$ cat src/sv/tpd_out_buf.sv
// Output register with a skid stage, so the input keeps flowing while a result waits.
// Depends on nothing; instantiated by the top level.
module tpd_out_buf #(
    parameter int W = 54
) (
    input  logic         i_clk,
    input  logic         i_rst_n,
    input  logic         i_push,
    input  logic [W-1:0] i_data,
    output logic         o_room,
    output logic         o_valid,
    input  logic         i_ready,
    output logic [W-1:0] o_data
);

    logic         r_out_valid;
    logic [W-1:0] r_out_data;
    logic         r_skid_valid;
    logic [W-1:0] r_skid_data;
    logic         out_free;

    assign out_free = !r_out_valid || i_ready;

    // Control: skid first, then a fresh push; a push is only possible while the skid is empty.
    always_ff @(posedge i_clk) begin
        if (!i_rst_n) begin
            r_out_valid  <= 1'b0;
            r_skid_valid <= 1'b0;
        end else begin
            priority if (r_skid_valid) begin
                if (out_free) begin
                    r_out_valid  <= 1'b1;
                    r_skid_valid <= 1'b0;
                end
            end else if (i_push) begin
                if (out_free) begin
                    r_out_valid <= 1'b1;
                end else begin
                    r_skid_valid <= 1'b1;
                end
            end else if (out_free) begin
                r_out_valid <= 1'b0;
            end
        end
    end

    // Payload follows the same choices.
    always_ff @(posedge i_clk) begin
        priority if (r_skid_valid) begin
            if (out_free) begin
                r_out_data <= r_skid_data;
            end
        end else if (i_push) begin
            if (out_free) begin
                r_out_data <= i_data;
            end else begin
                r_skid_data <= i_data;
            end
        end
    end

    assign o_room  = !r_skid_valid;
    assign o_valid = r_out_valid;
    assign o_data  = r_out_data;

endmodule

$ cat config.mk
export PLATFORM = sky130hd
export DESIGN_NAME = tpd_out_buf
export DESIGN_NICKNAME = d
export VERILOG_FILES = /design/src/sv/tpd_out_buf.sv
export SDC_FILE = /design/constraint.sdc
export NUM_CORES = 1
export LEC_CHECK = 0
export ABC_CLOCK_PERIOD_IN_PS = 13000
export BUFFER_PORTS_ARGS = -buffer_cell sky130_fd_sc_hd__buf_2
export CORE_ASPECT_RATIO = 0.7
export CORE_MARGIN = 5
export CORE_UTILIZATION = 55
export CTS_BUF_LIST = sky130_fd_sc_hd__clkbuf_16
export DETAILED_ROUTE_END_ITERATION = 7
export PLACE_DENSITY = 0.83
export RECOVER_POWER = 50
export SYNTH_ARGS = -nofsm -noshare
export SYNTH_HDL_FRONTEND = slang
export SYNTH_SLANG_ARGS = --single-unit
$ cat constraint.sdc
create_clock -name i_clk -period 13 [get_ports i_clk]
set_input_delay 2.6 -clock i_clk [delete_from_list [all_inputs] [get_ports i_clk]]
set_output_delay 2.6 -clock i_clk [all_outputs]
set_load 0.02 [all_outputs]
---- Yosys cells after proc, flatten, opt, wreduce, memory -nomap -nowiden ----
Cells that the tools add are included.
operators by class
  add/subtract/negate cells ............... 0
  multiplexer cells ....................... 11
  bitwise logic cells ..................... 2
  div/mod/pow operators ................... 0
  order comparisons ....................... 0
  equality and inequality tests ........... 0
  reduce and logical (&&, ||, !) cells .... 7
  multiply operators ...................... 0
  shift operators ......................... 0
operator list
  cell                 count
  two-way mux 54 bit   4
  two-way mux 1 bit    7
  AND reduction 3 bit  1
  nonzero test 3 bit   1
  zero test 1 bit      2
  inverter 1 bit       2
  AND reduction 2 bit  1
  nonzero test 2 bit   1
  logical OR 1 bit     1
storage, ports and cells
  bits in latches ......................... 0
  memory bits (read-only) ................. 0
  logic and storage cells ................. 24
  register bits after elaboration ......... 110
  memories kept ........................... 0
  output and inout bits ................... 56
  bits in writable memories ............... 0

---- Logic depth before layout (Yosys ltp) ----
  word-level depth ........................ 5
  gate-level depth with buffers ........... 4
  mapped depth without buffers ............ 2

---- Worst setup path after synthesis ----
Ideal clock, no wire load.
  path kind ............................... input to register
  from .................................... input port i_ready
  to ...................................... register r_skid_data[0] (enable)
  required time ........................... 12,457 ps
  stages on the path ...................... 2
  path buffers ............................ 0
  slack ................................... 5,657 ps
  arrival time ............................ 6,800 ps
  cell sequence ........................... nand2b_1 > nor3b_1
on the way
  word-level cells in the longest chain between the ends .. 3
ends and longest elaborated chain
  what                                  RTL line  text
  start: declaration                    12        input logic i_ready,
  logical OR 1 bit                      22        assign out_free = !r_out_valid || i_ready;
  inverter 1 bit (no source line)       -
  AND reduction 3 bit (no source line)  -
  end signal: assignment                57        r_skid_data <= i_data;
  end: declaration                      19        logic [W-1:0] r_skid_data;
No other way between the ends.
A chain may end at the register's enable or synchronous reset.

---- Worst setup path in the final report ----
  from .................................... input port i_ready
  to ...................................... register r_out_data[34] (netlist: o_data[34]) (enable)
on the way
  word-level cells in the longest chain between the ends .. 2
ends and longest elaborated chain
  what                                  RTL line  text
  logical OR 1 bit                      22
  AND reduction 2 bit (no source line)  -
  end signal: assignment                51        r_out_data <= r_skid_data;
  end signal: assignment                55        r_out_data <= i_data;
  end: declaration                      17        logic [W-1:0] r_out_data;
No other way between the ends.

==> impl_metrics.yaml <==
outcome:
  status: "completed"
die:
  die_height_um: 81.3
  core-area_sq_um: 7190
  die_x_um: 112
  start_util_pct: 55.5
  ios: 114
  rows: 26
  dieArea_sq_um: 9080
clock_network:
  post_cts_buffers: 0
  holdBufCountCts: 0
  cts_buffers: 9
  cts_resized: 0
  cts_sinks: 110
  htreeDepth: 3
  cts_tree: "built"
  path_clk_slew_ns: 0.07
  clock-root-buffer: "clkbuf_16"
  clock_latency_ns: 0.33
  cts.path.max_buffers: 2
flow_run:
  cap_violations: 0
routing:
  dr.pass1.iters: 4
  drc: 0
  viasPerCell: 5.01
  wl_mm: 6.86
  avgRoutedWirePerCell_um: 17.1
  vias: 2014
  drt_iter0_drc: 54
  antenna_left: 0
hold_path:
  worstHoldPathCells: 1
  hold_path.class: "flop to flop"
synthesis:
  yosysWarnings: 0
  synth_top_area_share_pct: 81.3
  syn_inst: 177
  yosys-top-cells-area: "edfxtp_1, mux2_2, dfxtp_1"
  yosysSeqAreaShare_pct: 82.3
  syn_nets: 235
  synth_area_sq_um: 3990
  synth_area_per_cell_sq_um: 22.5
  synth.distinct_cells: 12
  synth_top_area_cell: "edfxtp_1"
  ys_ff_latch: 110
pwr:
  leakage_nw: 1.67
  ir_worst_vdd_mv: 0.0834
  internal-power_w: 0.000556
  power_frac_clock_pct: 33.4
  p_seq_share_pct: 58.8
  combPwrFrac_pct: 7.8
  power_density_nw_per_um2: 145
  switching_share_pct: 21.0
  p_switching_w: 0.000148
sta:
  fin_setup_tns_ns: 0
  post-route-min-period_ns: 3.62
  rsz0062_at_grt: "no"
  clock-skew-final_ns: 0.00530
  worst_pin_slew_ns: 0.712
  setup_violations: 0
  max_freq_mhz: 276
  hold_viol: 0
  report.final.slew_viol_count: 0
  period_share_pct: 27.8
  max_slew_margin_pct: 52.6
setup_path:
  rrSetupSlack_ns: 10.90
  cp.depth: 4
  crit_type: "input port to flop"
  crit_chain: "buf_2 > nand2b_1 > o21a_2 > buf_4"
  cp_slowest_cell: "buf_4"
  worstPathArrival_ns: 3.58
  cp-end-kind: "flop"
  cp_slowest_stage_delay_ns: 0.55
  rr_worst_depth: 3
  cp.required_ns: 12.96
  crit_fanout: 54
  start_kind: "input port"
  crit_buf_inv: 2
  critPathTopFamily: "buffers and inverters"
grt:
  grt_max_degree: 58
  grt_pass1_wl_mm: 10.7
  grtUsageTotal_pct: 15.5
  antenna_found_initial: 0
  grt_overflow: 0
  grt_pass1_vias: 2137
final_layout:
  instances_no_fill: 402
  area_growth_pct: 21.5
  stdcell_area_sq_um: 4850
  layout-drive-gt1-share_pct: 41.8
  antenna_cells: 0
  fin_util_pct: 67.4
  final_nets: 357
placement:
  dp_hpwl_mm: 4.57
  dpl-instance-area_sq_um: 4670
  port-buffer-count: 113
  post-place-cells: 386
  gp_congestion: 0.763
-- power groups by stage --
| stage | clock, W | combinational [W] | sequential [W] |
|---|---|---|---|
| 5_1_grt | 0.000259 | 0.0000596 | 0.000414 |
| 2_1_floorplan | 0 | 0.0000170 | 0.000437 |
| 6_report | 0.000235 | 0.0000549 | 0.000413 |
| 4_1_cts | 0.000241 | 0.0000589 | 0.000413 |
| 3_5_place_dp | 0 | 0.0000587 | 0.000420 |
| 3_3_place_gp | 0 | 0.0000571 | 0.000420 |
-- worst reg2reg max path: cells and delay by family, from the launching register on --
family	cells	cell delay, ns
buffers and inverters	2	1.13
flip-flops	1	0.33
AO/OA/AOI/OAI	1	0.25
-- through the flow --
step | setup WS (ns) | power, W | hold slack [ns]
after global routing | 9.31 | 0.000733 | 0.563
final | 9.38 | 0.000703 | 0.546
after CTS | 9.34 | 0.000713 | 0.550
after detailed placement | 8.98 | 0.000479 | 0.532
after global placement | 9.04 | 0.000477 | 0.528
after floorplan | 5.66 | 0.000454 | 0.523
-- cell usage after synthesis --
master and count:
a21boi_1 1, buf_2 3, buf_6 3, dfxtp_1 2
edfxtp_1 108, inv_1 1, mux2_2 54, nand2b_1 1
nor2_1 1, nor3b_1 1, nor3b_2 1, o21a_1 1
-- routing by layer --
layer | share of wire, % | wire (um) | up-vias | global-route usage (%)
met3 | 10 | 684 | 8 | 6.78
met4 | 0.95 | 65 | 0 | 4.01
li1 | - | - | 944 | -
met1 | 44 | 3050 | 973 | 20.8
met5 | 0 | 0 | - | 0
met2 | 45 | 3060 | 89 | 23.6
-- flip-flops by register name (all words and copies together), names as in the netlist --
name,cells
r_skid_data,54
r_skid_valid,1
o_valid,1
o_data,54
-- cell families (layout without fill, tap and decap cells) --
| family | Yosys count | in the layout | synth area share [%] |
|---|---|---|---|
| flip-flops | 110 | 110 | 82.3 |
| multiplexers | 54 | 54 | 15.2 |
| buffers and inverters | 7 | 134 | 1.32 |
| AND/OR/NAND/NOR | 4 | 4 | 0.753 |
| AO/OA/AOI/OAI | 2 | 2 | 0.377 |
-- worst paths after layout --
kind,from,end
max reg2reg,r_skid_valid,o_data[34]
min reg2reg,r_skid_data[46],o_data[46]
max,i_ready,o_data[34]
min,r_skid_data[46],o_data[46]
-- placed cells by master (no fill, tap or decap) --
cell type,n
buf_4,4
dfxtp_2,1
clkbuf_1,58
mux2_2,54
inv_1,3
o21a_2,1
clkbuf_16,9
edfxtp_1,108
dfxtp_1,1
nor2_1,1
clkinv_1,3
nor3b_2,1
buf_2,55
nand2b_1,1
a21boi_0,1
clkinvlp_4,2
nor3b_1,1
-- layout make-up --
type,count,area [sq um]
Timing Repair Buffer,117,523
Tap cell,98,123
Clock inverter,7,33.8
Sequential cell,110,3280
Fill cell,542,2340
Multi-Input combinational cell,60,654
Inverter,1,3.75
Clock buffer,9,225
Note: power is estimated with default switching activity, not from simulation.
