--- src/sv/tpd_pkg.sv ---
// Shared types and constants of the 2x2 pyramid downscaler.
// Used by the sequencer, the reduce stage and the top level; depends on nothing.
package tpd_pkg;

    // Configuration port.
    localparam int CFG_INDEX_W = 2;
    localparam int CFG_DATA_W  = 10;
    localparam logic [CFG_INDEX_W-1:0] CFG_LINEAR_MODE = 2'd0;
    localparam logic [CFG_INDEX_W-1:0] CFG_TILE_SIDE   = 2'd1;
    localparam logic [CFG_INDEX_W-1:0] CFG_SAMPLES     = 2'd2;

    // Register widths and reset values.
    localparam int SIDE_REG_W = 10;
    localparam int SPP_REG_W  = 4;
    localparam logic [SIDE_REG_W-1:0] SIDE_RESET = 10'd256;
    localparam logic [SPP_REG_W-1:0]  SPP_RESET  = 4'd1;

    // Stream payload widths.
    localparam int VALUE_W     = 32;
    localparam int RES_INDEX_W = 21;
    localparam int IN_USER_W   = 3;
    localparam int OUT_DATA_W  = 56;
    localparam int RESULT_W    = 1 + RES_INDEX_W + VALUE_W;

    // Control that travels with an accepted beat into the reduce stage.
    typedef struct packed {
        logic emit;    // beat closes a 2x2 block and gives a result
        logic linear;  // average mode in force for this beat
        logic last;    // last result of the source tile
    } t_s1_ctl;

endpackage

--- src/sv/tpd_reduce.sv ---
// Reduce stage: combines the line-store read with the odd-row pair and forms the output index.
// Depends on tpd_pkg; fed by tpd_seq and tpd_pair_mem, feeds tpd_out_buf.
module tpd_reduce #(
    parameter int SAMPLE_BITS = 32,
    parameter int SW          = 10,
    parameter int PW          = 4,
    parameter int SIW         = 3
) (
    input  logic                          i_clk,
    input  logic                          i_rst_n,
    input  logic                          i_en,
    input  tpd_pkg::t_s1_ctl              i_ctl,
    input  logic [SAMPLE_BITS:0]          i_pair_part,
    input  logic [2*SW-1:0]               i_pos,
    input  logic [SIW-1:0]                i_smp,
    input  logic [PW-1:0]                 i_spp,
    input  logic [SAMPLE_BITS:0]          i_rdata,
    output logic                          o_push,
    output logic [tpd_pkg::RESULT_W-1:0]  o_result
);

    localparam int IXW0 = 2*SW + PW;
    localparam int IXW  = (IXW0 > tpd_pkg::RES_INDEX_W) ? IXW0 : tpd_pkg::RES_INDEX_W;

    logic                 r_emit;
    logic                 r_linear;
    logic                 r_last;
    logic [SAMPLE_BITS:0] r_pair_part;
    logic [2*SW-1:0]      r_pos;
    logic [SIW-1:0]       r_smp;

    logic [SAMPLE_BITS+1:0]        sum;
    logic [SAMPLE_BITS-1:0]        value;
    logic [IXW-1:0]                index_full;

    // Stage register; moves whenever the output side has room.
    always_ff @(posedge i_clk) begin
        if (!i_rst_n) begin
            r_emit <= 1'b0;
        end else if (i_en) begin
            r_emit <= i_ctl.emit;
        end
    end

    always_ff @(posedge i_clk) begin
        if (i_en && i_ctl.emit) begin
            r_linear    <= i_ctl.linear;
            r_last      <= i_ctl.last;
            r_pair_part <= i_pair_part;
            r_pos       <= i_pos;
            r_smp       <= i_smp;
        end
    end

    // Average of the four samples, or the stored top-left sample.
    always_comb begin
        sum   = (SAMPLE_BITS+2)'(i_rdata) + (SAMPLE_BITS+2)'(r_pair_part);
        value = r_linear ? sum[SAMPLE_BITS+1:2] : i_rdata[SAMPLE_BITS-1:0];
    end

    assign index_full = IXW'(r_pos) * IXW'(i_spp) + IXW'(r_smp);

    assign o_push   = r_emit && i_en;
    assign o_result = {r_last, index_full[tpd_pkg::RES_INDEX_W-1:0],
                       tpd_pkg::VALUE_W'(value)};

endmodule

--- config.mk ---
export PLATFORM = sky130hd
export DESIGN_NAME = tpd_reduce
export DESIGN_NICKNAME = d
export VERILOG_FILES = /design/src/sv/tpd_pkg.sv /design/src/sv/tpd_reduce.sv
export SDC_FILE = /design/constraint.sdc
export NUM_CORES = 1
export LEC_CHECK = 0
export BUFFER_PORTS_ARGS = -buffer_cell sky130_fd_sc_hd__buf_2
export CAP_MARGIN = 15
export CORE_MARGIN = 10
export CORE_UTILIZATION = 55
export DETAILED_ROUTE_END_ITERATION = 16
export MAX_ROUTING_LAYER = met4
export PLACE_DENSITY = 0.81
export SLEW_MARGIN = 30
export SYNTH_ARGS = -nofsm -noshare
export SYNTH_HDL_FRONTEND = slang
export SYNTH_SLANG_ARGS = --single-unit
--- constraint.sdc ---
create_clock -name i_clk -period 11.34 [get_ports i_clk]
set_input_delay 1.134 -clock i_clk [delete_from_list [all_inputs] [get_ports i_clk]]
set_output_delay 1.134 -clock i_clk [all_outputs]
set_load 0.01 [all_outputs]
; Word level (Yosys, flattened, before mapping)
; Cells that the tools add are included.
; Widths: inputs -> output; s select.
[word_totals]
in_bits = 99
output_inout_bits = 55
reg_bits = 59
elab_cells = 12
[classes]
n_mux = 1
reduce_logical = 2
mul = 1
n_addsub = 2
[op_table]
columns = operator, n
row1 = $add 33x33->34, 1
row2 = $mux 32, 1
row3 = $add 21x3->21, 1
row4 = $mul 20x4->21, 1
row5 = $logic_and 1x1->1, 2

; Depth between registers and ports, before layout
; Gate-level depths: netlist of the first run.
[logic_depth]
depth_word = 2
depth_mapped = 15

; Worst setup path before layout of the first run
; No wires, ideal clock.
[synth_timing]
kind = input to output
start = in i_spp[1]
end = out o_result[49] (netlist name)
setup_slack_ns = 5.378
required_ns = 10.206
arrival_time_ns = 4.828
path_stages = 15
cell_sequence = clkbuf_1 -> clkbuf_1 -> nand2_1 -> fa_1 -> inv_1 -> fa_1 -> ha_1 -> ha_1 -> nor2b_1 -> o21a_1 -> o21ai_0 -> nand2_1 -> a311oi_1 -> a21oi_1 -> o311ai_1
[synth_between]
elab_chain_cells = 2
[synth_lines]
columns = element, line_no
row1 = "start, declared", tpd_reduce.sv:16  ; input logic [PW-1:0] i_spp,
row2 = $mul 20x4->21, tpd_reduce.sv:61  ; assign index_full = IXW'(r_pos) * IXW'(i_spp) + IXW'(r_smp);
row3 = $add 21x3->21, tpd_reduce.sv:61
row4 = "end, declared", tpd_reduce.sv:19  ; output logic [tpd_pkg::RESULT_W-1:0] o_result
; No other way between the ends.

; Final worst setup path of the first run
; Same ends and word-level chain as after synthesis.

==> impl_metrics.csv, run 1 <==
group,metric,value,unit
critical_path,critPathKind,"in2out",
clock_tree,numCtsBuffers,9,
synth,ys_ff_latch,59,
status,status,"finished, final reports clean",
floorplanning,start_util,56.6,%
critical_path,rr_worst_depth,2,
grt,grt_overflow_total,0,
routing,wirelength,17.0,mm
min_path,min_path_type,"reg2reg",
floorplanning,die_w,129,um
synth,synth_area_per_cell,9.81,um2
critical_path,crit_path_start_kind,"primary input",
floorplanning,dieArea,16600,um2
pwr,max-vdd-ir-drop,0.0946,mV
critical_path,r2r-end,"r_emit$_SDFFE_PN0P_",
layout,antennaDiodeCount,0,
min_path,hold_path_depth,2,
pwr,cellLeakagePower,3.49,nW
routing,ant_nets,0,
clock_tree,clock_sinks,59,
placement,dp_hpwl,13.9,mm
layout,fillCellCount,913,
placement,io_buffers,153,
routing,drc,0,
synth,yosysTopAreaCellShare,26.7,%
timing,clock.fmax,0.157,GHz
timing,max_slew.worst_pin.slew,621,ps
clock_tree,cts_tree,"yes",
placement,dp_cells,938,
timing,rsz0062_at_grt,"false",
grt,antenna_found_initial,0,
layout,stdcell_count,954,
synth,post-synth-top-count-cell,"and2_1",
synth,ys.flop_type,"edfxtp_1",
run,drv_cap,0,
routing,viasPerCell,5.94,
synth,yosys-top-cells-area,"edfxtp_1, ha_1, fa_1, and2_1, xnor2_1",
min_path,holdCritStartpoint,"r_emit$_SDFFE_PN0P_",
routing,drtIter0Drc,220,
synth,ys_seq_area_share,27.0,%
min_path,whs_endpoint,"r_emit$_SDFFE_PN0P_",
clock_tree,cts_setup_buffers,0,
routing,first_pass_iters,4,
critical_path,r2r_start,"r_emit$_SDFFE_PN0P_",
critical_path,cp_max_fo,20,
timing,hold_violations,0,
synth,synthCells,665,
critical_path,worst_ep_required_time,10210,ps
clock_tree,h-tree-depth,3,
timing,setup_violations,0,
floorplanning,die_h,129,um
grt,grt_max_degree,44,
grt,first_global_vias,5939,
synth,synthTopCellsByCount,"and2_1, ha_1, edfxtp_1",
timing,tns,0,ps
layout,syn_to_final_growth,17.8,%
synth,synth_cell_type_count,62,
synth,synth_edf_count,58,
pwr,powerDensity,143,nW/um2
floorplanning,fp-row-count,39,
synth,yosys.area.top_type,"edfxtp_1",
clock_tree,cts.clk_slew.worst_paths,50,ps
timing,slew_headroom,58.6,%
critical_path,crit_path_end_kind,"output port",
critical_path,arrival,5220,ps
timing,finalWorstPathRequiredPeriod,6350,ps
timing,fin_crit_sh,56.0,%
timing,skew,0,ps
floorplanning,pin_count,154,
timing,drv_slew,0,
floorplanning,coreArea,11500,um2
clock_tree,cts_resized,0,
layout,drive_above_1_share,24.8,%
routing,vias,5663,
grt,grt_pass1_wl,27.6,mm
synth,syn-cell-area,6520,um2
placement,place.gp.congestion,0.917,
grt,grtUsageTotal,20.8,%
clock_tree,clock_latency,330,ps
synth,synth_nets,873,
clock_tree,root_buffer,"clkbuf_16",
synth,async_flop_share,0,%
layout,nets,1014,
clock_tree,holdBufCountCts,0,
clock_tree,cts.path.max_buffers,2,
critical_path,worst-r2r-setup-slack,10650,ps
routing,wl_per_cell,17.8,um
synth,yosys_warnings,0,
per-stage QoR:
| stage | hold slack [ps] | area (um2) | utilization (%) | setup WS (ps) | power (mW) |
|---|---|---|---|---|---|
| after floorplan | 535 | 6520 | - | 5380 | 0.654 |
| final | 592 | 7680 | 66.7 | 4990 | 1.10 |
| after global placement | 550 | 7380 | 64.1 | 5240 | 0.807 |
| after CTS | 596 | 7680 | 66.7 | 5050 | 1.10 |
| after detailed placement | 577 | 7380 | 64.1 | 5050 | 0.824 |
| after global routing | 639 | 7680 | 66.7 | 4670 | 1.18 |
kinds of logic (layout without fill, tap and decap cells):
family	Yosys count	after routing	synth area share, %
flops	59	59	27.0
xor+xnor	43	43	5.78
mux	21	21	3.61
fa+ha+maj	109	109	25.1
simple gates	213	213	17.8
compound gates	175	175	18.1
buf+inv	45	191	2.65
worst max-delay path, cell delays in order:
cell and delay [ps]:
buf_2 260, and2_1 190, fa_1 440, fa_1 530
ha_1 330, ha_1 370, a21o_1 210, a21o_1 180
a21o_1 210, and2_0 180, a311oi_1 490, a21oi_1 200
o311ai_1 310, buf_2 190
layout by cell type (no fill, tap or decap), types with 3 or more instances in the layout:
master / netlist / final
a41oi_1: 4 / 4
a221oi_1: 3 / 3
o221ai_1: 3 / 3
a211o_1: 3 / 3
o21ai_0: 25 / 25
buf_2: 0 / 153
o21bai_1: 7 / 7
ha_1: 73 / 73
o2111ai_1: 3 / 3
a21o_1: 27 / 27
a21oi_1: 49 / 49
and3_1: 8 / 8
a211oi_1: 4 / 4
xor2_1: 13 / 13
o21a_1: 5 / 5
o211ai_1: 6 / 6
or2_2: 3 / 3
edfxtp_1: 58 / 58
a21o_2: 3 / 3
nand2b_1: 7 / 7
nand2_1: 38 / 38
nor2b_1: 6 / 6
mux2_2: 20 / 20
inv_1: 19 / 19
clkbuf_16: 0 / 9
nand3_1: 11 / 11
and2_1: 75 / 74
nor3_1: 9 / 9
o311ai_0: 3 / 3
nor2_1: 32 / 32
and4_1: 3 / 3
a31oi_1: 10 / 10
xnor2_1: 30 / 30
fa_1: 36 / 36
clkbuf_1: 24 / 3
nand4_1: 10 / 10
layout make-up:
type	instances	area (um2)	area share (%)
clock inverters	2	35.0	0.456
repair buffers	155	781	10.2
well taps	143	179	2.33
multi-input cells	561	4590	59.7
flip-flops and latches	59	1760	22.9
clock buffers	14	264	3.44
inverters	20	75.1	0.977
worst max path at each step:
stage,start,end,slack [ps],depth (start not counted)
global route,i_spp[3],o_result[49],4670,15
detailed placement,i_spp[3],o_result[49],5050,15
CTS,i_spp[3],o_result[49],5050,15
finish,i_spp[1],o_result[49],4990,14
floorplan,i_spp[1],o_result[49],5380,15
global placement,i_spp[3],o_result[49],5240,15
where the power goes:
group | internal [mW] | switching [mW]
Combinational | 0.248 | 0.315
Sequential | 0.257 | 0.00754
Clock | 0.181 | 0.0894
Total | 0.686 | 0.412
state kept, by name, indices dropped and copies added (netlist names):
signal	cells
r_last	1
r_emit	1
r_pos	20
r_pair_part	33
r_linear	1
r_smp	3
routing by layer:
layer | wire [um] | up-vias | track usage, %
met5 | 0 | - | -
met2 | 8750 | 209 | 36.6
met1 | 7030 | 2686 | 23.7
li1 | - | 2741 | -
met4 | 265 | 0 | 5.62
met3 | 929 | 27 | 3.90
Note: power is estimated with default switching activity, not from simulation.
==> inputs of run 2 (changes only) <==
- CORE_UTILIZATION: 55 -> 50
- PLACE_DENSITY: 0.81 -> 0.78
- clock period: 11.34 -> 5.54 ns (I/O delays scaled with it)
==> impl_metrics.csv, run 2 (same netlist as run 1, synthesis figures left out) <==
group,metric,value,unit
pwr,cellLeakagePower,3.47,nW
grt,grt_overflow_total,0,
clock_tree,cts_setup_buffers,0,
timing,holdWs,393,ps
floorplanning,start_util,51.3,%
clock_tree,clock_latency,330,ps
clock_tree,holdBufCountCts,0,
grt,met1_usage,22.1,%
critical_path,critPathKind,"in2out",
placement,io_buffers,153,
grt,grt_max_degree,44,
pwr,p_sw,0.819,mW
grt,grt_pass1_wl,27.4,mm
floorplanning,coreArea,12700,um2
timing,hold_violations,0,
timing,clock.fmax,0.199,GHz
status,status,"finished, final reports clean",
routing,drc,0,
pwr,p_sw_share,38.2,%
routing,ant_nets,0,
routing,drtIter0Drc,274,
layout,stdcell_count,982,
layout,top_regs,"r_pair_part: 33 flops, r_pos: 20 flops, r_smp: 3 flops",
grt,met2_usage,32.2,%
grt,antenna_found_initial,0,
clock_tree,root_buffer,"clkbuf_16",
floorplanning,fp-row-count,41,
layout,antennaDiodeCount,0,
layout,top_register,"r_pair_part",
timing,setup_violations,0,
critical_path,arrival,4470,ps
clock_tree,h-tree-depth,3,
clock_tree,cts.clk_slew.worst_paths,50,ps
layout,mostFrequentLayoutCell,"buf_2",
routing,viasPerCell,5.58,
clock_tree,cts_tree,"yes",
placement,dp_hpwl,13.5,mm
grt,use_met3,2.69,%
timing,fin_crit_sh,90.6,%
routing,first_pass_iters,5,
run,drv_cap,0,
pwr,power.share.sequential,25.2,%
critical_path,crit_path_end_kind,"output port",
min_path,min_path_type,"in2reg",
floorplanning,die_h,134,um
timing,rsz0062_at_grt,"false",
grt,first_global_vias,5761,
pwr,powerDensity,280,nW/um2
routing,wirelength,16.5,mm
placement,place.gp.congestion,0.896,
floorplanning,dieArea,18000,um2
critical_path,crit_path_start_kind,"primary input",
timing,finalWorstPathRequiredPeriod,5020,ps
timing,skew,0,ps
clock_tree,clock_sinks,59,
floorplanning,pin_count,154,
critical_path,cp_max_fo,18,
pwr,total_power,2.15,mW
timing,drv_slew,0,
routing,wl_per_cell,16.8,um
layout,largest_register_ffs,33,
layout,drive_above_1_share,24.7,%
grt,busiest_layer,"met2",
layout,layout_common_cells,"buf_2, and2_1, ha_1",
routing,vias,5480,
critical_path,worst_ep_required_time,4990,ps
placement,dp_cells,967,
pwr,max-vdd-ir-drop,0.219,mV
grt,grtUsageTotal,18.8,%
timing,max_slew.worst_pin.slew,624,ps
timing,slew_headroom,58.2,%
timing,tns,0,ps
floorplanning,die_w,134,um
clock_tree,numCtsBuffers,9,
clock_tree,cts_resized,0,
clock_tree,cts.path.max_buffers,2,
layout,nets,1014,
pwr,clockPowerShare,22.2,%
layout,syn_to_final_growth,17.7,%
pwr,p_int,1.33,mW
pwr,pwr-share-comb,52.6,%
run 2: final timing paths:
check	from	end	slack (ps)	depth (start not counted)
hold / removal	i_pair_part[24]	r_pair_part[24]$_DFFE_PP_	390	1
setup / recovery	i_spp[3]	o_result[49]	520	15
setup reg to reg	r_emit$_SDFFE_PN0P_	r_emit$_SDFFE_PN0P_	4860	2
hold reg to reg	r_emit$_SDFFE_PN0P_	r_emit$_SDFFE_PN0P_	570	2
run 2: layout make-up:
class	count	area, um2
Clock buffer	11	233
Clock inverter	4	18.8
Fill cell	1155	5050
Inverter	20	75.1
Multi-Input combinational cell	561	4590
Sequential cell	59	1760
Tap cell	172	215
Timing Repair Buffer	155	781
run 2: power by group through the flow:
| stage | logic (mW) | clock network, mW | registers (mW) |
|---|---|---|---|
| final | 1.13 | 0.477 | 0.541 |
| after global routing | 1.28 | 0.501 | 0.544 |
| after CTS | 1.14 | 0.484 | 0.541 |
| after detailed placement | 1.13 | 0 | 0.549 |
| after global placement | 1.11 | 0 | 0.548 |
| after floorplan | 0.795 | 0 | 0.544 |
run 2: critical path: stages:
cell,delay [ps]
buf_2,230
nand2_1,120
fa_1,550
inv_1,60
fa_1,480
ha_1,310
ha_1,330
nor2b_1,150
o21a_1,180
o21ai_0,280
nand2_1,120
a311oi_1,460
a21oi_1,180
o311ai_1,280
buf_2,180
run 2: through the flow:
step                util, %  setup WS, ps  area [um2]
finish                 60.3           520        7670
global route           60.3           109        7670
CTS                    60.3           498        7670
detailed placement     58.3           499        7420
global placement       58.3           563        7420
floorplan                 -           738        6520
run 2: layer usage:
| metal | wire, um | vias up |
|---|---|---|
| li1 | - | 2742 |
| met1 | 6950 | 2536 |
| met2 | 8370 | 173 |
| met3 | 794 | 29 |
| met4 | 346 | 0 |
| met5 | 0 | - |
