## config.mk

```make
export PLATFORM = sky130hd
export DESIGN_NAME = tpd_seq
export DESIGN_NICKNAME = d
export VERILOG_FILES = /design/src/sv/tpd_pkg.sv /design/src/sv/tpd_seq.sv
export SDC_FILE = /design/constraint.sdc
export NUM_CORES = 1
export LEC_CHECK = 0
export ABC_AREA = 1
export BUFFER_PORTS_ARGS = -buffer_cell sky130_fd_sc_hd__buf_2
export CORE_MARGIN = 3
export CORE_UTILIZATION = 37
export CTS_BUF_LIST = sky130_fd_sc_hd__clkbuf_8
export DETAILED_ROUTE_END_ITERATION = 7
export MAX_ROUTING_LAYER = met4
export PLACE_DENSITY = 0.55
export SYNTH_ARGS = -nofsm -noshare
export SYNTH_HDL_FRONTEND = slang
export SYNTH_SLANG_ARGS = --single-unit
```

## constraint.sdc

```tcl
create_clock -name i_clk -period 15.1 [get_ports i_clk]
set_clock_uncertainty 0.2 [all_clocks]
set_input_delay 3.775 -clock i_clk [delete_from_list [all_inputs] [get_ports i_clk]]
set_output_delay 3.775 -clock i_clk [all_outputs]
set_load 0.005 [all_outputs]
```

## src/sv/tpd_pkg.sv

```systemverilog
// Shared types and constants of the 2x2 pyramid downscaler.
// Used by the sequencer, the reduce stage and the top level; depends on nothing.
package tpd_pkg;

    // Configuration port.
    localparam int CFG_INDEX_W = 2;
    localparam int CFG_DATA_W  = 10;
    localparam logic [CFG_INDEX_W-1:0] CFG_LINEAR_MODE = 2'd0;
    localparam logic [CFG_INDEX_W-1:0] CFG_TILE_SIDE   = 2'd1;
    localparam logic [CFG_INDEX_W-1:0] CFG_SAMPLES     = 2'd2;

    // Register widths and reset values.
    localparam int SIDE_REG_W = 10;
    localparam int SPP_REG_W  = 4;
    localparam logic [SIDE_REG_W-1:0] SIDE_RESET = 10'd256;
    localparam logic [SPP_REG_W-1:0]  SPP_RESET  = 4'd1;

    // Stream payload widths.
    localparam int VALUE_W     = 32;
    localparam int RES_INDEX_W = 21;
    localparam int IN_USER_W   = 3;
    localparam int OUT_DATA_W  = 56;
    localparam int RESULT_W    = 1 + RES_INDEX_W + VALUE_W;

    // Control that travels with an accepted beat into the reduce stage.
    typedef struct packed {
        logic emit;    // beat closes a 2x2 block and gives a result
        logic linear;  // average mode in force for this beat
        logic last;    // last result of the source tile
    } t_s1_ctl;

endpackage

```

## src/sv/tpd_seq.sv

```systemverilog
// Sequencer: configuration registers, raster counters, even-column hold and line-store access.
// Depends on tpd_pkg; drives tpd_pair_mem and tpd_reduce.
module tpd_seq #(
    parameter int MAX_TILE_SIDE = 512,
    parameter int MAX_SAMPLES   = 8,
    parameter int SAMPLE_BITS   = 32,
    parameter int SW            = 10,
    parameter int CW            = 9,
    parameter int PW            = 4,
    parameter int SIW           = 3,
    parameter int AW            = 11
) (
    input  logic                           i_clk,
    input  logic                           i_rst_n,
    input  logic                           i_cfg_we,
    input  logic [tpd_pkg::CFG_INDEX_W-1:0] i_cfg_index,
    input  logic [tpd_pkg::CFG_DATA_W-1:0]  i_cfg_wdata,
    input  logic                           i_valid,
    input  logic                           i_en,
    input  logic [SAMPLE_BITS-1:0]         i_sample,
    input  logic [1:0]                     i_quad,
    input  logic                           i_start,
    output logic                           o_mem_we,
    output logic                           o_mem_re,
    output logic [AW-1:0]                  o_mem_addr,
    output logic [SAMPLE_BITS:0]           o_mem_wdata,
    output tpd_pkg::t_s1_ctl               o_ctl,
    output logic [SAMPLE_BITS:0]           o_pair_part,
    output logic [2*SW-1:0]                o_pos,
    output logic [SIW-1:0]                 o_smp,
    output logic [PW-1:0]                  o_spp
);

    localparam int CMPW = (SW > tpd_pkg::SIDE_REG_W) ? SW : tpd_pkg::SIDE_REG_W;
    localparam int CMPP = (PW > tpd_pkg::SPP_REG_W) ? PW : tpd_pkg::SPP_REG_W;
    localparam int FW   = AW + CW + PW;

    // Clamp the side register to 2..MAX_TILE_SIDE and force it even.
    function automatic logic [SW-1:0] clamp_side(input logic [tpd_pkg::SIDE_REG_W-1:0] raw);
        logic [CMPW-1:0] t;
        t = CMPW'(raw);
        if (t < CMPW'(2)) t = CMPW'(2);
        if (t > CMPW'(MAX_TILE_SIDE)) t = CMPW'(MAX_TILE_SIDE);
        t[0] = 1'b0;
        return t[SW-1:0];
    endfunction

    // Clamp the samples-per-pixel register to 1..MAX_SAMPLES.
    function automatic logic [PW-1:0] clamp_spp(input logic [tpd_pkg::SPP_REG_W-1:0] raw);
        logic [CMPP-1:0] t;
        t = CMPP'(raw);
        if (t < CMPP'(1)) t = CMPP'(1);
        if (t > CMPP'(MAX_SAMPLES)) t = CMPP'(MAX_SAMPLES);
        return t[PW-1:0];
    endfunction

    logic                   r_linear;
    logic [SW-1:0]          r_side;
    logic [PW-1:0]          r_spp;
    logic [CW-1:0]          r_col;
    logic [CW-1:0]          r_row;
    logic [SIW-1:0]         r_smp;
    logic [SAMPLE_BITS-1:0] r_held [MAX_SAMPLES];

    logic                   acc;
    logic                   restart;
    logic [CW-1:0]          col;
    logic [CW-1:0]          row;
    logic [SIW-1:0]         smp;
    logic [SAMPLE_BITS-1:0] held;
    logic [SAMPLE_BITS:0]   pair_sum;
    logic [FW-1:0]          addr_full;
    logic [SW-1:0]          half;
    logic [SW-1:0]          ox;
    logic [SW-1:0]          oy;
    logic [PW-1:0]          smp_inc;
    logic [SW-1:0]          col_inc;
    logic [SW-1:0]          row_inc;
    logic [CW-1:0]          n_col;
    logic [CW-1:0]          n_row;
    logic [SIW-1:0]         n_smp;

    assign acc = i_valid && i_en;

    // Configuration writes; clamped values are kept.
    always_ff @(posedge i_clk) begin
        if (!i_rst_n) begin
            r_linear <= 1'b1;
            r_side   <= clamp_side(tpd_pkg::SIDE_RESET);
            r_spp    <= clamp_spp(tpd_pkg::SPP_RESET);
        end else if (i_cfg_we) begin
            unique case (i_cfg_index)
                tpd_pkg::CFG_LINEAR_MODE: r_linear <= i_cfg_wdata[0];
                tpd_pkg::CFG_TILE_SIDE:   r_side   <= clamp_side(i_cfg_wdata);
                tpd_pkg::CFG_SAMPLES:     r_spp    <= clamp_spp(i_cfg_wdata[tpd_pkg::SPP_REG_W-1:0]);
                default: ;
            endcase
        end
    end

    // Current position; a tile start or counters beyond the geometry restart at zero.
    always_comb begin
        restart = i_start || (SW'(r_col) >= r_side) || (SW'(r_row) >= r_side)
                  || (PW'(r_smp) >= r_spp);
        col = restart ? '0 : r_col;
        row = restart ? '0 : r_row;
        smp = restart ? '0 : r_smp;
    end

    // Line-store address, held sample and the pair sum of the even row.
    always_comb begin
        held      = r_held[smp];
        pair_sum  = (SAMPLE_BITS+1)'(held) + (SAMPLE_BITS+1)'(i_sample);
        addr_full = FW'(col[CW-1:1]) * FW'(r_spp) + FW'(smp);
    end

    // Coordinates in the assembled output tile.
    always_comb begin
        half = r_side >> 1;
        ox   = SW'(col[CW-1:1]) + (i_quad[0] ? half : '0);
        oy   = SW'(row[CW-1:1]) + (i_quad[1] ? half : '0);
    end

    assign o_mem_addr  = addr_full[AW-1:0];
    assign o_mem_we    = acc && col[0] && !row[0];
    assign o_mem_re    = acc && col[0] && row[0];
    assign o_mem_wdata = r_linear ? pair_sum : (SAMPLE_BITS+1)'(held);

    assign o_ctl.emit   = acc && col[0] && row[0];
    assign o_ctl.linear = r_linear;
    assign o_ctl.last   = (SW'(row) == r_side - SW'(1)) && (SW'(col) == r_side - SW'(1))
                          && (PW'(smp) == r_spp - PW'(1));
    assign o_pair_part  = pair_sum;
    assign o_pos        = (2*SW)'(oy) * (2*SW)'(r_side) + (2*SW)'(ox);
    assign o_smp        = smp;
    assign o_spp        = r_spp;

    // Raster advance: sample, then column, then row.
    always_comb begin
        smp_inc = PW'(smp) + PW'(1);
        col_inc = SW'(col) + SW'(1);
        row_inc = SW'(row) + SW'(1);
        n_smp = smp_inc[SIW-1:0];
        n_col = col;
        n_row = row;
        if (smp_inc >= r_spp) begin
            n_smp = '0;
            n_col = col_inc[CW-1:0];
            if (col_inc >= r_side) begin
                n_col = '0;
                n_row = row_inc[CW-1:0];
                if (row_inc >= r_side) begin
                    n_row = '0;
                end
            end
        end
    end

    always_ff @(posedge i_clk) begin
        if (!i_rst_n) begin
            r_col <= '0;
            r_row <= '0;
            r_smp <= '0;
        end else if (acc) begin
            r_col <= n_col;
            r_row <= n_row;
            r_smp <= n_smp;
        end
    end

    // Even-column samples wait here for their right neighbor.
    always_ff @(posedge i_clk) begin
        if (acc && !col[0]) begin
            r_held[smp] <= i_sample;
        end
    end

endmodule

```

Yosys cells after proc, flatten, opt, wreduce, memory -nomap -nowiden
Memory sizes are Yosys's and may differ from the RTL's.
Index checks and enable logic that the tools add are counted.
{"block": "word_totals", "register_bits": 35, "latchBits": 0, "ram_bits": 256, "rom_bits": 0, "inputBits": 52, "output_inout_bits": 109, "elab_cells": 74, "memories": 1}
{"block": "op_classes", "addsub": 10, "mul": 2, "div": 0, "order_cmp": 10, "eq_ne": 5, "n_shift": 0, "muxes": 24, "bitwise": 0, "reduce_logical": 16}
{"memory": "r_held", "depth": 8, "width": 32, "rd": 1, "rd_ports_with_merged_regs": 0, "wr": 1, "line": "tpd_seq.sv:63", "rtl": "logic [SAMPLE_BITS-1:0] r_held [MAX_SAMPLES];"}
{"cell": "9-bit two-way mux", "n": 9}
{"cell": "10-bit two-way mux", "n": 5}
{"cell": "32-bit by 32-bit adder with 33-bit output", "n": 1}
{"cell": "33-bit two-way mux", "n": 1}
{"cell": "20-bit by 10-bit adder with 20-bit output", "n": 1}
{"cell": "8-bit by 9-bit adder with 10-bit output", "n": 2}
{"cell": "9-bit by 1-bit adder with 10-bit output, second input constant", "n": 2}
{"cell": "9-bit by 10-bit == test with 1-bit output", "n": 2}
{"cell": "10-bit greater-or-equal comparator", "n": 2}
{"cell": "9-bit by 10-bit greater-or-equal comparator with 1-bit output", "n": 2}
{"cell": "4-bit two-way mux", "n": 5}
{"cell": "10-bit by 9-bit multiplier with 19-bit output", "n": 1}
{"cell": "11-bit by 3-bit adder with 11-bit output", "n": 1}
{"cell": "8-bit by 4-bit multiplier with 11-bit output", "n": 1}
{"cell": "10-bit greater-than comparator, second input constant", "n": 1}
{"cell": "10-bit by 2-bit less-than comparator with 1-bit output, second input constant", "n": 1}
{"cell": "10-bit by 1-bit subtractor with 10-bit output, second input constant", "n": 1}
{"cell": "1-bit logical AND", "n": 7}
{"cell": "3-bit two-way mux", "n": 2}
{"cell": "2-bit AND reduction", "n": 3}
{"cell": "3-bit by 1-bit adder with 4-bit output, second input constant", "n": 1}
{"cell": "3-bit by 4-bit == test with 1-bit output", "n": 1}
{"cell": "3-bit by 4-bit greater-or-equal comparator with 1-bit output", "n": 1}
{"cell": "4-bit greater-or-equal comparator", "n": 1}
{"cell": "other kinds (9)", "n": 13}

Logic depth before layout (Yosys ltp)
Gate-level depths: netlist (run 1).
{"block": "depth", "word_depth": 10, "ltp_mapped": 53, "mapped_depth_nobuf": 51}

Least setup slack after synthesis (run 1)
Ideal clock, no wire load.
{"block": "synth_path", "path_kind": "input port to output port", "start": "input port i_start", "end": "output port o_pos[18]", "arrival_time_ns": 10.881, "required_ns": 11.125, "setup_slack_ns": 0.244, "cell_stages": 44, "n_path_buf": 1, "cell_sequence": "inv_1 -> nand3_1 -> nor2_2 -> nand3_2 -> nor2_8 -> nand2_4 -> buf_6 -> nor2_1 -> ha_1 -> inv_1 -> fa_1 -> or2_2 -> nand2_1 -> nand2_1 -> nand2_1 -> nand4_1 -> nand3b_1 -> nand3_1 -> (+8 left out) -> nand2_1 -> nand2_1 -> a31o_2 -> xnor2_1 -> inv_1 -> ha_1 -> ha_1 -> nand2_1 -> nor2_1 -> nand4_1 -> o2111ai_1 -> nand3_1 -> nor3_1 -> nand3_1 -> nor2_1 -> nand2_1 -> nand2_1 -> nand2_1"}
{"block": "synth_via", "elab_chain_cells": 7, "word_cells_on_any_way": 9, "cone_classes": "3 x add/sub; 1 x mul; 2 x mux; 3 x reduce/logical"}
{"item": "from (decl)", "line": "tpd_seq.sv:22", "rtl": "input logic i_start,"}
{"item": "1-bit logical OR (*) (2 in series)", "line": "tpd_seq.sv:103", "rtl": "restart = i_start || (SW'(r_col) >= r_side) || (SW'(r_row) >= r_side)"}
{"item": "1-bit logical OR (*)", "line": "tpd_seq.sv:104", "rtl": "|| (PW'(r_smp) >= r_spp);"}
{"item": "9-bit two-way mux", "line": "tpd_seq.sv:106", "rtl": "row = restart ? '0 : r_row;"}
{"item": "8-bit by 9-bit adder with 10-bit output", "line": "tpd_seq.sv:121", "rtl": "oy = SW'(row[CW-1:1]) + (i_quad[1] ? half : '0);"}
{"item": "10-bit by 9-bit multiplier with 19-bit output", "line": "tpd_seq.sv:134", "rtl": "assign o_pos = (2*SW)'(oy) * (2*SW)'(r_side) + (2*SW)'(ox);"}
{"item": "20-bit by 10-bit adder with 20-bit output (*)", "line": "tpd_seq.sv:134"}
{"item": "to (decl)", "line": "tpd_seq.sv:29", "rtl": "output logic [2*SW-1:0] o_pos,"}
Mark *: on every way between the ends. The rest lies on a longest branch, timed or not.

Worst setup path after layout (run 1)
{"block": "layout_path", "start": "input port i_start", "end": "output port o_pos[16]"}
Same word-level chain as after synthesis.

==> results of run 1 <==
state kept, by name, indices dropped and copies added (netlist names):
name,flops
r_col,9
r_row,9
r_smp,3
r_held,256
o_spp,4
r_linear,1
r_side,9
how the worst max path moves through the flow:
stage / cells past startpoint / endpoint / slack, ns / startpoint
after detailed placement: 46 / o_pos[18] / -0.1 / i_start
after global routing: 48 / o_pos[18] / -0.09 / i_start
after floorplan: 44 / o_pos[18] / 0.24 / i_start
final: 42 / o_pos[16] / 0.38 / i_start
after CTS: 46 / o_pos[18] / 0.001 / i_start
after global placement: 45 / o_pos[19] / 0.02 / i_start
cell families (layout without fill, tap and decap cells):
family / count (synthesis) / in the layout / synth area share
buffers and inverters: 392 / 630 / 0.0748
flip-flops: 291 / 291 / 0.400
XOR/XNOR: 87 / 87 / 0.0367
other: 0 / 3 / 0
AND/OR/NAND/NOR: 1227 / 1227 / 0.241
adder cells (fa/ha/maj): 238 / 238 / 0.170
AO/OA/AOI/OAI: 291 / 291 / 0.0770
cell usage after synthesis (all sizes together):
cell,number,area share
o211a,1,0.00048
a31o,1,0.00042
fa,80,0.076
nor4,10,0.0030
and2,4,0.0012
dfxtp,35,0.033
o21a,6,0.0021
o2111a,1,0.00054
nor2,194,0.038
buf,45,0.013
o31ai,4,0.0014
nand2,850,0.15
edfxtp,256,0.37
o21ai,81,0.019
nand4,62,0.019
or2,4,0.0012
a22oi,2,0.00072
clkbuf,39,0.0070
o221a,1,0.00054
a31oi,13,0.0039
nand3,79,0.020
a21oi,146,0.035
a211oi,5,0.0018
clkinv,6,0.0011
o211ai,2,0.00072
o2111ai,1,0.00042
nor3,20,0.0048
nor4b,1,0.00042
o221ai,1,0.00042
xor2,53,0.022
xnor2,34,0.015
o21bai,7,0.0027
a21boi,3,0.0011
nand3b,3,0.0011
o22ai,3,0.00089
ha,158,0.094
inv,302,0.054
a21o,11,0.0039
a221oi,2,0.00083
critical path: cells and delay by family:
kind / cells / cell delay, ns
simple gates: 19 / 2.25
xor+xnor: 2 / 0.29
buf+inv: 12 / 1.14
fa+ha+maj: 8 / 3.06
compound gates: 1 / 0.22
repair_timing:
action	in CTS	in global routing
setup endpoints to repair	5	9
hold buffers	0	0
buffers inserted	2	3
pin swaps	3	41
resized for setup	7	53
where the power goes:
group	switching [mW]	internal (mW)	leakage, nW
clock network	0.339	0.355	0.563
registers	0.00763	0.882	2.60
logic	0.180	0.105	8.11
per-layer routing:
layer | up-vias | global-route usage | part of all wire
met5 | - | - | 0
met2 | 497 | 0.351 | 0.47
met4 | 0 | 0.0634 | 0.028
met1 | 8457 | 0.270 | 0.45
met3 | 112 | 0.0273 | 0.049
li1 | 8685 | - | -
cell type report:
cell class / count / area share
diodes: 3 / 0.000312
clock buffers: 51 / 0.0291
clock inverters: 45 / 0.0113
inverters: 308 / 0.0480
multi-input cells: 1843 / 0.470
flip-flops and latches: 291 / 0.348
well taps: 748 / 0.0388
repair buffers: 226 / 0.0538
==> results.json, run 1 <==
{
  "die_height_um": 244,
  "ff2ff_setup_slack_ns": 8.03,
  "slew_violations": 0,
  "gr-total-overflow": 0,
  "register_area_um2": 8390,
  "cts_made_buffers": 51,
  "hold_path_end": "r_col[1]",
  "initial_utilization": 0.377,
  "yosysSeqAreaShare": 0.400,
  "h-tree-depth": 2,
  "synth_nets": 2816,
  "netlist-cell-type-count": 56,
  "final_total_negative_setup_slack_ns": 0,
  "layout_commonest_cell": "sky130_fd_sc_hd__nand2_1",
  "die_width_um": 244,
  "crit_path_end_kind": "output port",
  "arrival_ns": 10.75,
  "layoutNonFillerInstCount": 3515,
  "reg_to_reg_startpoint": "r_side[8]",
  "power-per-cell-area_nw_per_um2": 77.6,
  "hold_fails_final_rpt": 0,
  "status": "finished clean",
  "maxClockFrequency_ghz": 0.0679,
  "cts_tree": "yes",
  "placement.cell_area_um2": 22800,
  "clock_sink_count": 291,
  "total_drc_errors_in_the_routed_layout": 0,
  "multi_input_area_um2": 11300,
  "maxSlewHeadroom": 0.327,
  "reg2reg_to": "r_row[5]",
  "drive_above_1_share": 0.144,
  "final_design_instance_area_without_fill_um2": 24100,
  "grt_max_degree": 76,
  "final_critical_path_setup_slack_ns": 0.377,
  "syn_to_final_growth_pct": 14.8,
  "design_power_total_mw": 1.87,
  "worst_slew_pin_slew_ns": 1.01,
  "timing.critical_path.mode_cell": "sky130_fd_sc_hd__buf_4",
  "ant_nets": 0,
  "worst-path-max-fanout": 5,
  "syn_inst": 2526,
  "global_route_wire_length_before_repair_um": 96500,
  "floorplan.io_pins": 161,
  "synth.avg_cell_area_um2": 8.31,
  "final_core_util": 0.433,
  "synth_seq_cells": 291,
  "timing_worst_setup_path_type": "input port to output port",
  "clk_pin_slew_ns": 0.06,
  "leakage_power_nw": 11.3,
  "hold_depth": 2,
  "cp_slowest_stage_delay_ns": 0.52,
  "dieArea_um2": 59600,
  "dp_slack_ns": -0.0973,
  "clock_latency_ns": 0.62,
  "vias_per_cell": 5.05,
  "final-setup-viol-count": 0,
  "fp-row-count": 86,
  "minimum_hold_slack_ns": 0.294,
  "route.vias.total": 17751,
  "place_hpwl_um": 44000,
  "wirelength_um": 62300,
  "ys.warnings.count": 0,
  "timing.final.crit_period_ns": 14.72,
  "route.detailed.wl_per_inst_um": 17.7,
  "finalWeightedCongestion": 0.903,
  "fin_nets": 3011,
  "vdd_drop_max_mv": 0.0801,
  "ctsLongestPathBuffers": 3,
  "unrepaired_setup_endpoints_after_global_routing": "true",
  "drt_first_pass_iters": 6,
  "cp.required_ns": 11.12,
  "cp-start-kind": "input port",
  "grt_antenna_before_repair": 5,
  "worst-r2r-cell-count": 26,
  "num-fill-cells": 5607,
  "gr_util_all_layers": 0.211,
  "number_of_cells_in_the_design_after_placement": 3411,
  "clock_tree.root_cell": "sky130_fd_sc_hd__clkbuf_8",
  "worstHoldStart": "r_col[1]",
  "min_path_type": "flip-flop to flip-flop",
  "detailedRoute.firstIterationViolations": 1086,
  "drv.max_cap_violation_count": 0,
  "grt_pass1_vias": 17449,
  "timing.critical_path.slowest_stage_cell": "sky130_fd_sc_hd__fa_1",
  "number_of_input_and_output_port_buffers_inserted": 160,
  "final_cell_mix": "838 x sky130_fd_sc_hd__nand2_1, 290 x sky130_fd_sc_hd__inv_1, 256 x sky130_fd_sc_hd__edfxtp_1",
  "synthesis.area_um2": 21000,
  "final.period_utilization": 0.975,
  "fp.coreArea_um2": 55600
}
(Power assumes the default switching activity.)
==> run 2, diff against run 1 <==
Settings changed: SKIP_CTS_REPAIR_TIMING set to 1.
Clock period 15.1 ns to 12.8 ns, I/O delays scaled along.
==> results.json, run 2 (synthesis gave the netlist of run 1 again) <==
{
  "fp-row-count": 86,
  "design_power_total_mw": 2.21,
  "global_route.peak_usage_layer": "met2",
  "leakage_power_nw": 11.8,
  "dieArea_um2": 59600,
  "number_of_input_and_output_port_buffers_inserted": 160,
  "die_height_um": 244,
  "h-tree-depth": 2,
  "place_hpwl_um": 46400,
  "gr-total-overflow": 0,
  "vdd_drop_max_mv": 0.0831,
  "route.vias.total": 18090,
  "clock_sink_count": 291,
  "final_core_util": 0.449,
  "final_cell_mix": "830 x sky130_fd_sc_hd__nand2_1, 291 x sky130_fd_sc_hd__inv_1, 256 x sky130_fd_sc_hd__edfxtp_1",
  "initial_utilization": 0.377,
  "drt_first_pass_iters": 6,
  "arrival_ns": 9.84,
  "status": "complete, but fails checks",
  "cp.required_ns": 9.40,
  "ant_nets": 0,
  "final_critical_path_setup_slack_ns": -0.441,
  "floorplan.io_pins": 161,
  "crit_path_end_kind": "output port",
  "gr_util_all_layers": 0.221,
  "num_antenna_cells": 0,
  "grt_antenna_before_repair": 1,
  "cp-start-kind": "input port",
  "clock_tree.root_cell": "sky130_fd_sc_hd__clkbuf_8",
  "total_drc_errors_in_the_routed_layout": 0,
  "worst_slew_pin_slew_ns": 1.13,
  "timing_worst_setup_path_type": "input port to output port",
  "finalWeightedCongestion": 0.926,
  "layout_commonest_cell": "sky130_fd_sc_hd__nand2_1",
  "wirelength_um": 65000,
  "number_of_cells_in_the_design_after_placement": 3503,
  "num-fill-cells": 5510,
  "grt_util_met3": 0.0262,
  "cts_made_buffers": 51,
  "gr-usage-met2": 0.373,
  "global_route_wire_length_before_repair_um": 100000,
  "worst-path-max-fanout": 5,
  "violations_in_the_final_reports": "setup timing",
  "drive_above_1_share": 0.184,
  "grt_pass1_vias": 17819,
  "detailedRoute.firstIterationViolations": 1139,
  "met1_usage": 0.281,
  "min_path_type": "flip-flop to flip-flop",
  "ctsLongestPathBuffers": 3,
  "hold_fails_final_rpt": 0,
  "timing.critical_path.mode_cell": "sky130_fd_sc_hd__nand2_2",
  "maxSlewHeadroom": 0.243,
  "drv.max_cap_violation_count": 0,
  "route.detailed.wl_per_inst_um": 18.0,
  "die_width_um": 244,
  "final_total_negative_setup_slack_ns": -2.80,
  "layoutNonFillerInstCount": 3608,
  "maxClockFrequency_ghz": 0.0755,
  "largest-register": "r_held",
  "largest_register_ff_count": 256,
  "vias_per_cell": 5.01,
  "cts_tree": "yes",
  "timing.final.crit_period_ns": 13.24,
  "fp.coreArea_um2": 55600,
  "syn_to_final_growth_pct": 19.1,
  "timing.critical_path.slowest_stage_cell": "sky130_fd_sc_hd__fa_1",
  "cp_slowest_stage_delay_ns": 0.51,
  "unrepaired_setup_endpoints_after_global_routing": "true",
  "final.period_utilization": 1.03,
  "fin_nets": 3111,
  "final-setup-viol-count": 10,
  "clk_pin_slew_ns": 0.05,
  "power-per-cell-area_nw_per_um2": 88.5,
  "slew_violations": 0,
  "clock_latency_ns": 0.63,
  "grt_max_degree": 74
}
[run 2: cell count changes in the layout (fill, tap and decap cells not counted), moves of 2 or more]
cell	previous run	this run
sky130_fd_sc_hd__buf_4	66	157
sky130_fd_sc_hd__clkinv_1	19	8
sky130_fd_sc_hd__buf_6	0	9
sky130_fd_sc_hd__nand2_1	838	830
sky130_fd_sc_hd__a21oi_2	2	8
sky130_fd_sc_hd__nand2_2	10	16
sky130_fd_sc_hd__a21oi_1	143	138
sky130_fd_sc_hd__inv_2	32	36
sky130_fd_sc_hd__diode_2	3	0
sky130_fd_sc_hd__ha_1	151	148
sky130_fd_sc_hd__ha_4	7	10
sky130_fd_sc_hd__inv_6	0	3
sky130_fd_sc_hd__nand2_4	2	4
[run 2: path summary, 6_finish.rpt]
path	startpoint	endpoint	slack, ns	cells after the start
setup / recovery	i_start	o_pos[18]	-0.44	43
hold / removal	r_col[1]	r_col[1]	0.30	2
setup reg to reg	r_side[4]	r_row[4]	6.44	27
hold reg to reg	r_col[1]	r_col[1]	0.30	2
[run 2: final cells by class]
cell class,instances,area [um2],share of cell area
well taps,748,936,0.0375
inverters,308,1170,0.0468
flip-flops and latches,291,8390,0.336
clock buffers,52,716,0.0286
multi-input cells,1843,11500,0.459
clock inverters,40,215,0.00861
repair buffers,326,2090,0.0837
[run 2: report_power, final]
part / switching, mW / internal [mW] / total [mW]
Combinational: 0.226 / 0.140 / 0.366
Clock: 0.397 / 0.402 / 0.799
Sequential: 0.00694 / 1.04 / 1.05
Total: 0.630 / 1.58 / 2.21
[run 2: routing by layer]
layer  share of wire  vias to the layer above
li1                -                     8856
met1            0.44                     8682
met2            0.48                      446
met3           0.048                      106
met4           0.026                        0
met5               0                        -
[run 2: critical path, delay by kind of cell]
family	cells	cell delay (ns)
AOI/OAI and AO/OA	2	0.44
xor gates and xnor gates	1	0.13
and+or+nand+nor	24	2.46
buffers and inverters	8	0.66
adders and majority gates	8	2.89
[run 2: stage by stage]
stage | hold slack, ns | area, um2 | setup slack (ns)
final | 0.296 | 25000 | -0.441
after global routing | 0.318 | 25000 | -0.913
after CTS | 0.293 | 24600 | -0.816
after detailed placement | 0.284 | 23700 | -0.768
after global placement | 0.271 | 23700 | -0.722
after floorplan | 0.259 | 21200 | -0.431
==> run 3, diff against run 2 <==
Settings changed: PLACE_DENSITY 0.55 to 0.67.
==> results.json, run 3 (synthesis gave the netlist of run 1 again) <==
{
  "status": "complete, but fails checks",
  "violations_in_the_final_reports": "setup timing",
  "clock_tree.root_cell": "sky130_fd_sc_hd__clkbuf_8",
  "final.period_utilization": 1.03,
  "route.detailed.wl_per_inst_um": 16.3,
  "power-per-cell-area_nw_per_um2": 88.6,
  "die_width_um": 244,
  "worst-r2r-cell-count": 30,
  "largest-register": "r_held",
  "design_power_total_mw": 2.21,
  "cts_tree": "yes",
  "arrival_ns": 9.82,
  "final-setup-viol-count": 9,
  "vdd_drop_max_mv": 0.0842,
  "grt_max_degree": 124,
  "unrepaired_setup_endpoints_after_global_routing": "true",
  "initial_utilization": 0.377,
  "grt_pass1_vias": 17279,
  "dieArea_um2": 59600,
  "min_path_type": "flip-flop to flip-flop",
  "clk_pin_slew_ns": 0.06,
  "drive_above_1_share": 0.182,
  "die_height_um": 244,
  "hold_depth": 2,
  "h-tree-depth": 2,
  "ant_nets": 0,
  "cp_slowest_stage_delay_ns": 0.53,
  "clock_latency_ns": 0.61,
  "timing_worst_setup_path_type": "input port to output port",
  "fin_nets": 3099,
  "drv.max_cap_violation_count": 0,
  "detailedRoute.firstIterationViolations": 1372,
  "fp-row-count": 86,
  "drt_first_pass_iters": 5,
  "clock_sink_count": 291,
  "minimum_hold_slack_ns": 0.293,
  "largest_register_ff_count": 256,
  "vias_per_cell": 5.01,
  "syn_to_final_growth_pct": 18.9,
  "global_route_wire_length_before_repair_um": 92700,
  "gr_util_all_layers": 0.199,
  "finalWeightedCongestion": 0.939,
  "crit_path_end_kind": "output port",
  "number_of_input_and_output_port_buffers_inserted": 160,
  "crit_family": "adder cells",
  "final_cell_mix": "832 x sky130_fd_sc_hd__nand2_1, 282 x sky130_fd_sc_hd__inv_1, 256 x sky130_fd_sc_hd__edfxtp_1",
  "worst_slew_pin_slew_ns": 1.15,
  "floorplan.io_pins": 161,
  "setup.worst_path.start": "i_start",
  "gr-total-overflow": 0,
  "wirelength_um": 58700,
  "hold_fails_final_rpt": 0,
  "layout_commonest_cell": "sky130_fd_sc_hd__nand2_1",
  "maxSlewHeadroom": 0.227,
  "worst-path-max-fanout": 5,
  "leakage_power_nw": 11.7,
  "final_critical_path_setup_slack_ns": -0.418,
  "route.vias.total": 17997,
  "slew_violations": 0,
  "fp.coreArea_um2": 55600,
  "maxClockFrequency_ghz": 0.0757,
  "place_hpwl_um": 41200,
  "critical_path.n_buffers_inverters": 10,
  "cp-start-kind": "input port",
  "total_drc_errors_in_the_routed_layout": 0,
  "timing.critical_path.slowest_stage_cell": "sky130_fd_sc_hd__fa_1",
  "reg_to_reg_startpoint": "o_spp[2]",
  "timing.final.crit_period_ns": 13.22,
  "grt_antenna_before_repair": 1,
  "cts_made_buffers": 47,
  "ctsLongestPathBuffers": 3,
  "cp.required_ns": 9.40,
  "worstHoldStart": "r_col[1]",
  "critical_path_cell_count": 41
}
-- run 3: metrics by stage --
stage	instances	util	area [um2]	TNS (ns)	setup slack (ns)
2_1_floorplan	2526	-	21200	-1.41	-0.431
3_3_place_gp	3498	0.425	23700	-3.99	-0.610
3_5_place_dp	3498	0.425	23700	-4.87	-0.704
4_1_cts	3584	0.443	24600	-4.96	-0.707
5_1_grt	3595	0.449	25000	-6.84	-0.872
6_report	3595	0.449	25000	-2.57	-0.418
-- run 3: path summary, 6_finish.rpt --
kind / endpoint / slack (ns)
setup / recovery: o_pos[16] / -0.42
hold / removal: r_col[1] / 0.29
setup reg to reg: r_row[1] / 6.58
hold reg to reg: r_col[1] / 0.29
-- run 3: cell type report --
class                      count  area (um2)
antenna                        1        2.50
clock buffer                  52         716
clock inverter                34         240
fill                        5483       30700
inverter                     308        1160
multi-input combinational   1843       11500
sequential                   291        8390
tap                          748         936
timing repair buffer         318        2030
-- run 3: report_power, final --
| part | internal, mW | leakage [nW] | total, mW | switching (mW) |
|---|---|---|---|---|
| Clock | 0.438 | 0.546 | 0.811 | 0.374 |
| Combinational | 0.138 | 8.60 | 0.351 | 0.213 |
| Sequential | 1.04 | 2.60 | 1.05 | 0.00724 |
-- run 3: worst reg2reg max path: cells and delay by family, from the launching register on --
kind | cells | cell delay [ns]
compound gates | 1 | 0.17
xor+xnor | 1 | 0.17
fa+ha+maj | 3 | 0.83
buf+inv | 6 | 0.97
flops | 1 | 0.57
simple gates | 19 | 3.25
-- run 3: metal layers --
layer,up-vias,GRT usage,share of wire
met5,-,-,0
met4,0,0.0625,0.027
met3,107,0.0241,0.069
met2,668,0.321,0.46
met1,8387,0.264,0.44
li1,8835,-,-
